File: config.mk
export PLATFORM = sky130hd
export DESIGN_NAME = detuned_saw_oscillator_bank_top_flat
export DESIGN_NICKNAME = d
export VERILOG_FILES = /design/src/sv/dso_pkg.sv /design/src/sv/dso_if.sv /design/src/sv/detuned_saw_oscillator_bank_top.sv /design/src/sv/dso_cfg.sv /design/src/sv/dso_seq.sv /design/src/sv/dso_dp.sv /design/src/flat_wrapper.sv
export SDC_FILE = /design/constraint.sdc
export NUM_CORES = 2
export LEC_CHECK = 0
export BUFFER_PORTS_ARGS = -buffer_cell sky130_fd_sc_hd__buf_2
export CORE_UTILIZATION = 49
export DETAILED_ROUTE_END_ITERATION = 7
export GPL_ROUTABILITY_DRIVEN = 0
export GPL_TIMING_DRIVEN = 0
export PLACE_DENSITY = 0.78
export SLEW_MARGIN = 10
export SYNTH_ARGS = -nofsm -noshare
export SYNTH_HDL_FRONTEND = slang
export SYNTH_SLANG_ARGS = --single-unit
File: constraint.sdc
create_clock -name clk_i -period 9.76 [get_ports clk_i]
set_input_delay 2.44 -clock clk_i [delete_from_list [all_inputs] [get_ports clk_i]]
set_output_delay 2.44 -clock clk_i [all_outputs]
set_load 0.02 [all_outputs]
File: src/sv/dso_pkg.sv
// ----------------------------------------------------------------------------
// dso_pkg: shared types and constants of the detuned saw oscillator bank
// Holds the voice tables, the register reset values and the microcode ROM.
// ----------------------------------------------------------------------------
package dso_pkg;

  localparam int unsigned TableDepth = 16;
  localparam int unsigned BaseWidth  = 23;
  localparam int unsigned ScaleWidth = 16;
  localparam int unsigned SampleWidth = 24;
  localparam int unsigned MagWidth   = 13;
  localparam int unsigned WeightWidth = 16;
  localparam int unsigned AddrWidth  = 3;

  localparam logic [BaseWidth-1:0]  BaseReset  = 23'd78643;
  localparam logic [ScaleWidth-1:0] ScaleReset = 16'd6400;

  localparam logic [AddrWidth-1:0] AddrBase  = 3'd0;
  localparam logic [AddrWidth-1:0] AddrScale = 3'd4;

  // Voice weights in unsigned Q0.16.
  localparam logic [WeightWidth-1:0] Weight [TableDepth] = '{
    16'd8192, 16'd4915, 16'd6554, 16'd13107, 16'd13107, 16'd6554, 16'd4915,
    16'd0, 16'd0, 16'd0, 16'd0, 16'd0, 16'd0, 16'd0, 16'd0, 16'd0
  };

  // Detune offsets in Q0.16, kept as magnitude and sign.
  localparam logic [MagWidth-1:0] DetMag [TableDepth] = '{
    13'd7210, 13'd4121, 13'd1279, 13'd0, 13'd1305, 13'd4074, 13'd7042,
    13'd0, 13'd0, 13'd0, 13'd0, 13'd0, 13'd0, 13'd0, 13'd0, 13'd0
  };
  localparam logic [TableDepth-1:0] DetNeg = 16'b0000_0000_0000_0111;

  typedef enum logic [2:0] {
    STEP_IDLE,
    STEP_BS,
    STEP_MW,
    STEP_AD,
    STEP_UP,
    STEP_OUT
  } step_e;

  typedef enum logic [1:0] {
    MUL_NONE,
    MUL_BS,
    MUL_WT,
    MUL_DT
  } mul_sel_e;

  typedef enum logic [1:0] {
    COND_NEXT,
    COND_WAIT_IN,
    COND_LOOP,
    COND_WAIT_OUT
  } cond_e;

  typedef struct packed {
    mul_sel_e mul_sel;
    logic     in_rdy;
    logic     ld_bs;
    logic     ld_prod;
    logic     acc_add;
    logic     phase_upd;
    logic     out_ld;
    cond_e    cond;
    step_e    target;
  } cw_t;

  typedef struct packed {
    logic in_valid;
    logic last_voice;
    logic out_free;
  } status_t;

  function automatic cw_t rom(step_e s);
    cw_t cw;
    cw = '{mul_sel: MUL_NONE, in_rdy: 1'b0, ld_bs: 1'b0, ld_prod: 1'b0,
           acc_add: 1'b0, phase_upd: 1'b0, out_ld: 1'b0, cond: COND_NEXT,
           target: STEP_IDLE};
    case (s)
      STEP_IDLE: begin
        cw.in_rdy = 1'b1;
        cw.cond   = COND_WAIT_IN;
      end
      STEP_BS: begin
        cw.mul_sel = MUL_BS;
        cw.ld_bs   = 1'b1;
      end
      STEP_MW: begin
        cw.mul_sel = MUL_WT;
        cw.ld_prod = 1'b1;
      end
      STEP_AD: begin
        cw.mul_sel = MUL_DT;
        cw.ld_prod = 1'b1;
        cw.acc_add = 1'b1;
      end
      STEP_UP: begin
        cw.phase_upd = 1'b1;
        cw.cond      = COND_LOOP;
        cw.target    = STEP_MW;
      end
      STEP_OUT: begin
        cw.out_ld = 1'b1;
        cw.cond   = COND_WAIT_OUT;
        cw.target = STEP_IDLE;
      end
      default: begin
        cw.cond   = COND_NEXT;
        cw.target = STEP_IDLE;
      end
    endcase
    return cw;
  endfunction

endpackage

File: src/sv/dso_if.sv
// ----------------------------------------------------------------------------
// dso_if: stream channels of the detuned saw oscillator bank
// Valid/ready channels for the tick input and the sample output.
// ----------------------------------------------------------------------------
interface dso_in_if;
  logic valid;
  logic ready;
  logic resync;

  modport source (output valid, output resync, input ready);
  modport sink (input valid, input resync, output ready);
endinterface

interface dso_out_if;
  logic              valid;
  logic              ready;
  logic signed [23:0] sample;

  modport source (output valid, output sample, input ready);
  modport sink (input valid, input sample, output ready);
endinterface

File: src/sv/detuned_saw_oscillator_bank_top.sv
// ----------------------------------------------------------------------------
// detuned_saw_oscillator_bank_top: bank of detuned sawtooth oscillators
// After a tick is accepted the program runs a base-times-scale step and then,
// per voice, three program steps (MW, AD, UP) on one shared multiplier before
// the sample is loaded; no new tick is taken until the sample is in the output
// register. Reset clears all phases, sets the registers to their defaults and
// returns the sequencer to idle; no clearing pass is needed.
// ----------------------------------------------------------------------------
module detuned_saw_oscillator_bank_top #(
  parameter int unsigned NUM_VOICES_IN_BANK = 7,
  parameter int unsigned PHASE_BITS = 24
) (
  input  logic                          clk_i,
  input  logic                          rst_ni,
  dso_in_if.sink                        in_ch,
  dso_out_if.source                     out_ch,
  input  logic                          psel,
  input  logic                          penable,
  input  logic                          pwrite,
  input  logic [dso_pkg::AddrWidth-1:0] paddr,
  input  logic [31:0]                   pwdata,
  output logic [31:0]                   prdata,
  output logic                          pready
);
  import dso_pkg::*;

  logic [BaseWidth-1:0]  base;
  logic [ScaleWidth-1:0] scale;
  cw_t                   cw;
  status_t               status;

  dso_cfg u_cfg (
    .clk_i   (clk_i),
    .rst_ni  (rst_ni),
    .psel    (psel),
    .penable (penable),
    .pwrite  (pwrite),
    .paddr   (paddr),
    .pwdata  (pwdata),
    .prdata  (prdata),
    .pready  (pready),
    .base_o  (base),
    .scale_o (scale)
  );

  dso_seq u_seq (
    .clk_i    (clk_i),
    .rst_ni   (rst_ni),
    .status_i (status),
    .cw_o     (cw)
  );

  dso_dp #(
    .NUM_VOICES_IN_BANK (NUM_VOICES_IN_BANK),
    .PHASE_BITS         (PHASE_BITS)
  ) u_dp (
    .clk_i        (clk_i),
    .rst_ni       (rst_ni),
    .cw_i         (cw),
    .base_i       (base),
    .scale_i      (scale),
    .in_valid_i   (in_ch.valid),
    .in_resync_i  (in_ch.resync),
    .out_ready_i  (out_ch.ready),
    .out_valid_o  (out_ch.valid),
    .out_sample_o (out_ch.sample),
    .status_o     (status)
  );

  assign in_ch.ready = cw.in_rdy;

endmodule

File: src/sv/dso_cfg.sv
// ----------------------------------------------------------------------------
// dso_cfg: configuration registers
// APB-style write and read of the base increment and the detune scale.
// ----------------------------------------------------------------------------
module dso_cfg (
  input  logic                             clk_i,
  input  logic                             rst_ni,
  input  logic                             psel,
  input  logic                             penable,
  input  logic                             pwrite,
  input  logic [dso_pkg::AddrWidth-1:0]    paddr,
  input  logic [31:0]                      pwdata,
  output logic [31:0]                      prdata,
  output logic                             pready,
  output logic [dso_pkg::BaseWidth-1:0]    base_o,
  output logic [dso_pkg::ScaleWidth-1:0]   scale_o
);
  import dso_pkg::*;

  logic [BaseWidth-1:0]  base_q;
  logic [ScaleWidth-1:0] scale_q;
  logic                  wr_en;

  assign pready = 1'b1;
  assign wr_en  = psel & penable & pwrite & pready;

  always_ff @(posedge clk_i or negedge rst_ni) begin
    if (!rst_ni) begin
      base_q  <= BaseReset;
      scale_q <= ScaleReset;
    end else if (wr_en) begin
      if (paddr[2] == AddrScale[2]) begin
        scale_q <= pwdata[ScaleWidth-1:0];
      end else begin
        base_q <= pwdata[BaseWidth-1:0];
      end
    end
  end

  always_comb begin
    if (paddr[2] == AddrScale[2]) begin
      prdata = {{(32-ScaleWidth){1'b0}}, scale_q};
    end else begin
      prdata = {{(32-BaseWidth){1'b0}}, base_q};
    end
  end

  assign base_o  = base_q;
  assign scale_o = scale_q;

endmodule

File: src/sv/dso_seq.sv
// ----------------------------------------------------------------------------
// dso_seq: microcode sequencer
// Step counter over the control ROM with conditional jumps on datapath status.
// ----------------------------------------------------------------------------
module dso_seq (
  input  logic             clk_i,
  input  logic             rst_ni,
  input  dso_pkg::status_t status_i,
  output dso_pkg::cw_t     cw_o
);
  import dso_pkg::*;

  step_e step_q;
  step_e step_d;
  cw_t   cw;
  logic  accept;

  assign cw     = rom(step_q);
  assign cw_o   = cw;
  assign accept = cw.in_rdy & status_i.in_valid;

  always_ff @(posedge clk_i or negedge rst_ni) begin
    if (!rst_ni) begin
      step_q <= STEP_IDLE;
    end else begin
      step_q <= step_d;
    end
  end

  always_comb begin
    step_d = step_q;
    case (cw.cond)
      COND_NEXT: begin
        step_d = step_e'(3'(step_q) + 3'd1);
      end
      COND_WAIT_IN: begin
        if (status_i.in_valid) begin
          step_d = step_e'(3'(step_q) + 3'd1);
        end
      end
      COND_LOOP: begin
        if (status_i.last_voice) begin
          step_d = step_e'(3'(step_q) + 3'd1);
        end else begin
          step_d = cw.target;
        end
      end
      COND_WAIT_OUT: begin
        if (status_i.out_free) begin
          step_d = cw.target;
        end
      end
      default: begin
        step_d = STEP_IDLE;
      end
    endcase
  end

  a_accept_starts: assert property (@(posedge clk_i) disable iff (!rst_ni)
    accept |=> step_q == STEP_BS)
    else $error("Accepted transaction did not start the program.");

  a_loop_back: assert property (@(posedge clk_i) disable iff (!rst_ni)
    (step_q == STEP_UP && !status_i.last_voice) |=> step_q == STEP_MW)
    else $error("Voice loop did not jump back.");

  a_out_done: assert property (@(posedge clk_i) disable iff (!rst_ni)
    (cw.out_ld && status_i.out_free) |=> step_q == STEP_IDLE)
    else $error("Program did not return to idle after the result.");

endmodule

File: src/sv/dso_dp.sv
// ----------------------------------------------------------------------------
// dso_dp: oscillator datapath
// Phase store, shared multiplier, accumulator and output register.
// ----------------------------------------------------------------------------
module dso_dp #(
  parameter int unsigned NUM_VOICES_IN_BANK = 7,
  parameter int unsigned PHASE_BITS = 24
) (
  input  logic                           clk_i,
  input  logic                           rst_ni,
  input  dso_pkg::cw_t                   cw_i,
  input  logic [dso_pkg::BaseWidth-1:0]  base_i,
  input  logic [dso_pkg::ScaleWidth-1:0] scale_i,
  input  logic                           in_valid_i,
  input  logic                           in_resync_i,
  input  logic                           out_ready_i,
  output logic                           out_valid_o,
  output logic signed [23:0]             out_sample_o,
  output dso_pkg::status_t               status_o
);
  import dso_pkg::*;

  localparam int unsigned VW = (NUM_VOICES_IN_BANK > 1) ? $clog2(NUM_VOICES_IN_BANK) : 1;
  localparam logic [VW-1:0] LastVoice = VW'(NUM_VOICES_IN_BANK - 1);

  logic [PHASE_BITS-1:0]        phase_q [NUM_VOICES_IN_BANK];
  logic [VW-1:0]                voice_q;
  logic [BaseWidth+ScaleWidth-1:0] bs_q;
  logic [52:0]                  prod_q;
  logic signed [47:0]           acc_q;
  logic                         out_valid_q;
  logic signed [23:0]           sample_q;

  logic                         accept;
  logic                         out_free;
  logic                         last_voice;
  logic [3:0]                   tix;
  logic [PHASE_BITS-1:0]        ph;
  logic [PHASE_BITS+23:0]       ph_sh;
  logic signed [23:0]           q23;
  logic signed [39:0]           mul_a;
  logic signed [16:0]           mul_b;
  logic signed [56:0]           mul_p;
  logic [52:0]                  rnd_sum;
  logic [23:0]                  delta;
  logic [23:0]                  inc24;
  logic [PHASE_BITS+23:0]       inc_sh;
  logic [PHASE_BITS-1:0]        inc_s;
  logic signed [47:0]           acc_rnd;

  assign accept     = cw_i.in_rdy & in_valid_i;
  assign out_free   = !out_valid_q || out_ready_i;
  assign last_voice = voice_q == LastVoice;
  assign tix        = 4'(voice_q);

  assign ph    = phase_q[voice_q];
  assign ph_sh = {ph, 24'd0} >> PHASE_BITS;
  assign q23   = ph_sh[23:0];

  always_comb begin
    case (cw_i.mul_sel)
      MUL_BS: begin
        mul_a = {17'd0, base_i};
        mul_b = {1'b0, scale_i};
      end
      MUL_WT: begin
        mul_a = {{16{q23[23]}}, q23};
        mul_b = {1'b0, Weight[tix]};
      end
      MUL_DT: begin
        mul_a = {1'b0, bs_q};
        mul_b = {4'd0, DetMag[tix]};
      end
      default: begin
        mul_a = '0;
        mul_b = '0;
      end
    endcase
  end

  assign mul_p = mul_a * mul_b;

  assign rnd_sum = prod_q + 53'h0_0000_8000_0000;
  assign delta   = {3'd0, rnd_sum[52:32]};
  assign inc24   = DetNeg[tix] ? ({1'b0, base_i} - delta) : ({1'b0, base_i} + delta);
  assign inc_sh  = {inc24, {PHASE_BITS{1'b0}}} >> 24;
  assign inc_s   = inc_sh[PHASE_BITS-1:0];

  assign acc_rnd = acc_q + 48'sh8000;

  always_ff @(posedge clk_i or negedge rst_ni) begin
    if (!rst_ni) begin
      for (int i = 0; i < NUM_VOICES_IN_BANK; i++) begin
        phase_q[i] <= '0;
      end
      voice_q     <= '0;
      out_valid_q <= 1'b0;
    end else begin
      if (accept) begin
        voice_q <= '0;
        if (in_resync_i) begin
          for (int i = 0; i < NUM_VOICES_IN_BANK; i++) begin
            phase_q[i] <= '0;
          end
        end
      end else if (cw_i.phase_upd) begin
        phase_q[voice_q] <= ph + inc_s;
        voice_q          <= last_voice ? '0 : voice_q + VW'(1);
      end
      if (cw_i.out_ld && out_free) begin
        out_valid_q <= 1'b1;
      end else if (out_ready_i) begin
        out_valid_q <= 1'b0;
      end
    end
  end

  always_ff @(posedge clk_i) begin
    if (cw_i.ld_bs) begin
      bs_q <= mul_p[BaseWidth+ScaleWidth-1:0];
    end
    if (cw_i.ld_prod) begin
      prod_q <= mul_p[52:0];
    end
    if (accept) begin
      acc_q <= '0;
    end else if (cw_i.acc_add) begin
      acc_q <= acc_q + {{7{prod_q[40]}}, prod_q[40:0]};
    end
    if (cw_i.out_ld && out_free) begin
      sample_q <= acc_rnd[39:16];
    end
  end

  assign out_valid_o  = out_valid_q;
  assign out_sample_o = sample_q;
  assign status_o     = '{in_valid: in_valid_i, last_voice: last_voice, out_free: out_free};

  a_out_from_program: assert property (@(posedge clk_i) disable iff (!rst_ni)
    $rose(out_valid_q) |-> $past(cw_i.out_ld))
    else $error("Output transaction appeared without a load step.");

  a_acc_cleared: assert property (@(posedge clk_i) disable iff (!rst_ni)
    accept |=> acc_q == 48'sd0)
    else $error("Accumulator not cleared at the start of a tick.");

  a_resync_clears: assert property (@(posedge clk_i) disable iff (!rst_ni)
    (accept && in_resync_i) |=> phase_q[0] == '0)
    else $error("Resync did not clear the phases.");

endmodule
File: src/flat_wrapper.sv
// flat-port wrapper written by rule: the top's interface ports become plain ports
module detuned_saw_oscillator_bank_top_flat import dso_pkg::*;
#(
  parameter int unsigned NUM_VOICES_IN_BANK = 7,
  parameter int unsigned PHASE_BITS = 24
)
  (clk_i, rst_ni, psel, penable, pwrite, paddr, pwdata, prdata, pready, in_ch_valid, in_ch_resync, in_ch_ready, out_ch_valid, out_ch_sample, out_ch_ready);
  dso_in_if in_ch_i ();
  dso_out_if out_ch_i ();
  input  logic clk_i;
  input  logic rst_ni;
  input  logic psel;
  input  logic penable;
  input  logic pwrite;
  input  logic [dso_pkg::AddrWidth-1:0] paddr;
  input  logic [31:0] pwdata;
  output logic [31:0] prdata;
  output logic pready;
  input wire logic [$bits(in_ch_i.valid)-1:0] in_ch_valid;
  input wire logic [$bits(in_ch_i.resync)-1:0] in_ch_resync;
  output wire logic [$bits(in_ch_i.ready)-1:0] in_ch_ready;
  output wire logic [$bits(out_ch_i.valid)-1:0] out_ch_valid;
  output wire logic [$bits(out_ch_i.sample)-1:0] out_ch_sample;
  input wire logic [$bits(out_ch_i.ready)-1:0] out_ch_ready;
  assign in_ch_i.valid = in_ch_valid;
  assign in_ch_i.resync = in_ch_resync;
  assign in_ch_ready = in_ch_i.ready;
  assign out_ch_valid = out_ch_i.valid;
  assign out_ch_sample = out_ch_i.sample;
  assign out_ch_i.ready = out_ch_ready;
  detuned_saw_oscillator_bank_top #(.NUM_VOICES_IN_BANK(NUM_VOICES_IN_BANK), .PHASE_BITS(PHASE_BITS)) u_core (.clk_i(clk_i), .rst_ni(rst_ni), .in_ch(in_ch_i), .out_ch(out_ch_i), .psel(psel), .penable(penable), .pwrite(pwrite), .paddr(paddr), .pwdata(pwdata), .prdata(prdata), .pready(pready));
endmodule
==> results.cfg <==
[critical_path]
reg2reg_setup_slack_ns = 0.10
cpPeakStageDelay_ns = 0.57
crit_required_ns = 10.09
crit_family = compound AO/OA/AOI/OAI gates
critPathSlowestCell = clkbuf_1
critPathBufInv = 9
crit_type = reg -> reg
cp_max_fo = 10
arrival_ns = 9.99
start_kind = register
worstSetupEndpointType = register
r2r-end = u_core.u_dp.prod_q[49]$_DFFE_PP_
crit_top_cell = fa_1
reg2reg_depth = 32
timing.rr.start = u_core.u_dp.voice_q[1]$_DFFE_PN0P_

[clocking]
cts_made_buffers = 39
clkSinkCount = 370
clock_latency_ns = 0.59
cts_buffer_depth = 3
cts_tree = done
cts_hold_buf = 0
clock-root-buffer = clkbuf_16
clkTransAtPathRegs_ns = 0.06
htreeDepth = 2

[synth]
netlist_top_cells_count = inv_1 (745), fa_1 (575), nand2_1 (549), nor2_1 (254), ha_1 (224)
synth_seq_area_share_pct = 23.24
ys.warnings.count = 0
synth_top_cell_by_area = fa_1
synthFlopType = dfrtp_1
syn-cell-area_um2 = 41540
synth_top_area_share_pct = 27.71
synth_enable_flop_cells = 116
syn-instance-count = 4408
synthTopCellsByArea = fa_1 (28%), dfrtp_1 (12%), edfxtp_1 (8.4%)
ys_ff_latch = 370
yosysMostFrequentCell = inv_1
synth-async-reset-ratio_pct = 57.84
syn_avg_cell_area_um2 = 9.423
synth.distinct_cells = 95

[grt]
grt_max_degree = 98
gr-usage-all-layers_pct = 30.21
antenna_found_initial = 7
grt_pass1_wl_um = 198600
grt_pass1_vias = 34785
grt_overflow = 0

[routing]
dr.pass1.iters = 6
vias = 33786
drt-initial-drc-count = 3816
drc = 0
avgViaCountPerCell = 5.877
drtAntennaViolNets = 0
wl_per_cell_um = 22.30
routed_wl_um = 128200

[sta]
period_minus_slack_ns = 9.660
relSlewSlack_pct = 25.27
max_freq_ghz = 0.1035
tns_ns = 0
rsz0062_at_grt = yes
setup_violations = 0
hold_viol = 0
tightest_slew_ns = 1.121
fin_crit_sh_pct = 98.98
final.setup_skew_ns = 0.03387
report.final.slew_viol_count = 0

[hold_path]
hp-start = u_core.u_dp.acc_q[4]$_SDFFE_PP0N_
hold_end = u_core.u_dp.acc_q[4]$_SDFFE_PP0N_
hold_class = reg -> reg
hold_path_depth = 2

[floorplanning]
core_area_um2 = 83820
die_y_um = 293.2
rows = 106
die_width_um = 293.2
initial_utilization_pct = 49.55
ioPinCount = 102
die_area_um2 = 85940

[run_status]
outcome = completed

[cells_and_area]
nets = 5420
area_growth_pct = 9.935
fin_area_um2 = 45660
fill_cells = 7241
drive_gt1_share_pct = 9.395

[place]
hpwlAfterDp_um = 101900
postPlaceCellArea_um2 = 43660
portBuffers = 79

[flow_run]
cap_viol_max_count = 0
## flip-flops by register name, summed over array words and instances, names as in the netlist, 3 cells and up
register / cells
u_core.u_cfg.base_o: 23
u_core.u_dp.bs_q: 39
u_core.u_dp.acc_q: 40
u_core.u_dp.phase_q: 168
u_core.u_dp.out_sample_o: 24
u_core.u_dp.voice_q: 3
u_core.u_dp.prod_q: 53
u_core.u_seq.step_q: 3
u_core.u_cfg.scale_o: 16
## per-layer routing
| metal | global-route usage [%] | up-vias | part of all wire [%] |
|---|---|---|---|
| met4 | 20.15 | 4 | 7.8 |
| met5 | 0 | - | 0.018 |
| met1 | 35.93 | 16573 | 36 |
| li1 | - | 14574 | - |
| met3 | 9.077 | 544 | 12 |
| met2 | 47.36 | 2091 | 45 |
## cells in the final DEF (no fill, tap or decap), types with 48 or more instances in the layout
cell type    n
buf_2       98
nor2b_1     85
a21oi_1    172
xor2_1      52
clkbuf_1   107
fa_1       575
a22o_1     168
ha_1       224
dfrtp_1    201
nor2_1     248
nor3_1      48
o21ai_0     75
a21o_1      76
and2_1      72
inv_1      745
edfxtp_1   116
mux2i_1     57
nand2_1    548
mux2_2      65
xnor2_1    143
## logic make-up after synthesis
| logic type | Yosys count | synth area share (%) |
|---|---|---|
| mux | 126 | 3.274 |
| simple gates | 1173 | 12.87 |
| buf+inv | 964 | 8.850 |
| other cells | 2 | 0.01808 |
| compound gates | 774 | 13.03 |
| fa+ha+maj | 799 | 34.46 |
| flops | 370 | 23.24 |
| xor+xnor | 200 | 4.253 |
## area by class of cell
type | instances | area [um2] | share of cell area, %
Antenna cell | 6 | 15.01 | 0.03288
Buffer | 202 | 953.4 | 2.088
Timing Repair Buffer | 101 | 696.9 | 1.526
Inverter | 747 | 2804 | 6.141
Sequential cell | 370 | 9656 | 21.15
Multi-Input combinational cell | 3117 | 28780 | 63.03
Clock inverter | 20 | 250.2 | 0.5480
Tap cell | 1134 | 1419 | 3.107
Clock buffer | 52 | 1086 | 2.378
## worst min-delay path, cell delays in order (launching register included)
cell and delay [ns]:
dfxtp_1 0.31, nand2_1 0.06, a21oi_1 0.05
## per-stage QoR
step	setup slack, ns	std cells	utilization (%)	hold slack, ns
after floorplan	0.1514	4451	-	0.4447
after global placement	-3.481	5664	51.91	0.4546
after detailed placement	-2.051	5670	52.09	0.4669
after CTS	0.004365	5745	54.16	0.4767
after global routing	-0.04986	5744	54.46	0.5024
final	0.1000	5749	54.48	0.4712
## timing repair
item                       in CTS  in global routing
buffers inserted                4                 11
setup endpoints to repair      62                 40
resized for setup             127                 77
pin swaps                       2                  8
## worst max-delay path by stage
stage / depth (start not counted) / endpoint / slack [ns] / from
CTS: 31 / u_core.u_dp.prod_q[36]$_DFFE_PP_ / 0.004 / u_core.u_dp.voice_q[2]$_DFFE_PN0P_
detailed placement: 33 / u_core.u_dp.prod_q[36]$_DFFE_PP_ / -2.05 / u_core.u_dp.voice_q[0]$_DFFE_PN0P_
global route: 31 / u_core.u_dp.bs_q[36]$_DFFE_PN_ / -0.05 / u_core.u_dp.voice_q[1]$_DFFE_PN0P_
floorplan: 33 / u_core.u_dp.prod_q[49]$_DFFE_PP_ / 0.15 / u_core.u_seq.step_q[2]$_DFFE_PN0P_
global placement: 32 / u_core.u_dp.prod_q[36]$_DFFE_PP_ / -3.48 / u_core.u_seq.step_q[2]$_DFFE_PN0P_
finish: 32 / u_core.u_dp.prod_q[49]$_DFFE_PP_ / 0.10 / u_core.u_dp.voice_q[1]$_DFFE_PN0P_
Power is not shown: default switching activity piles up to over one toggle a cycle in this logic, so the estimate is an artifact.
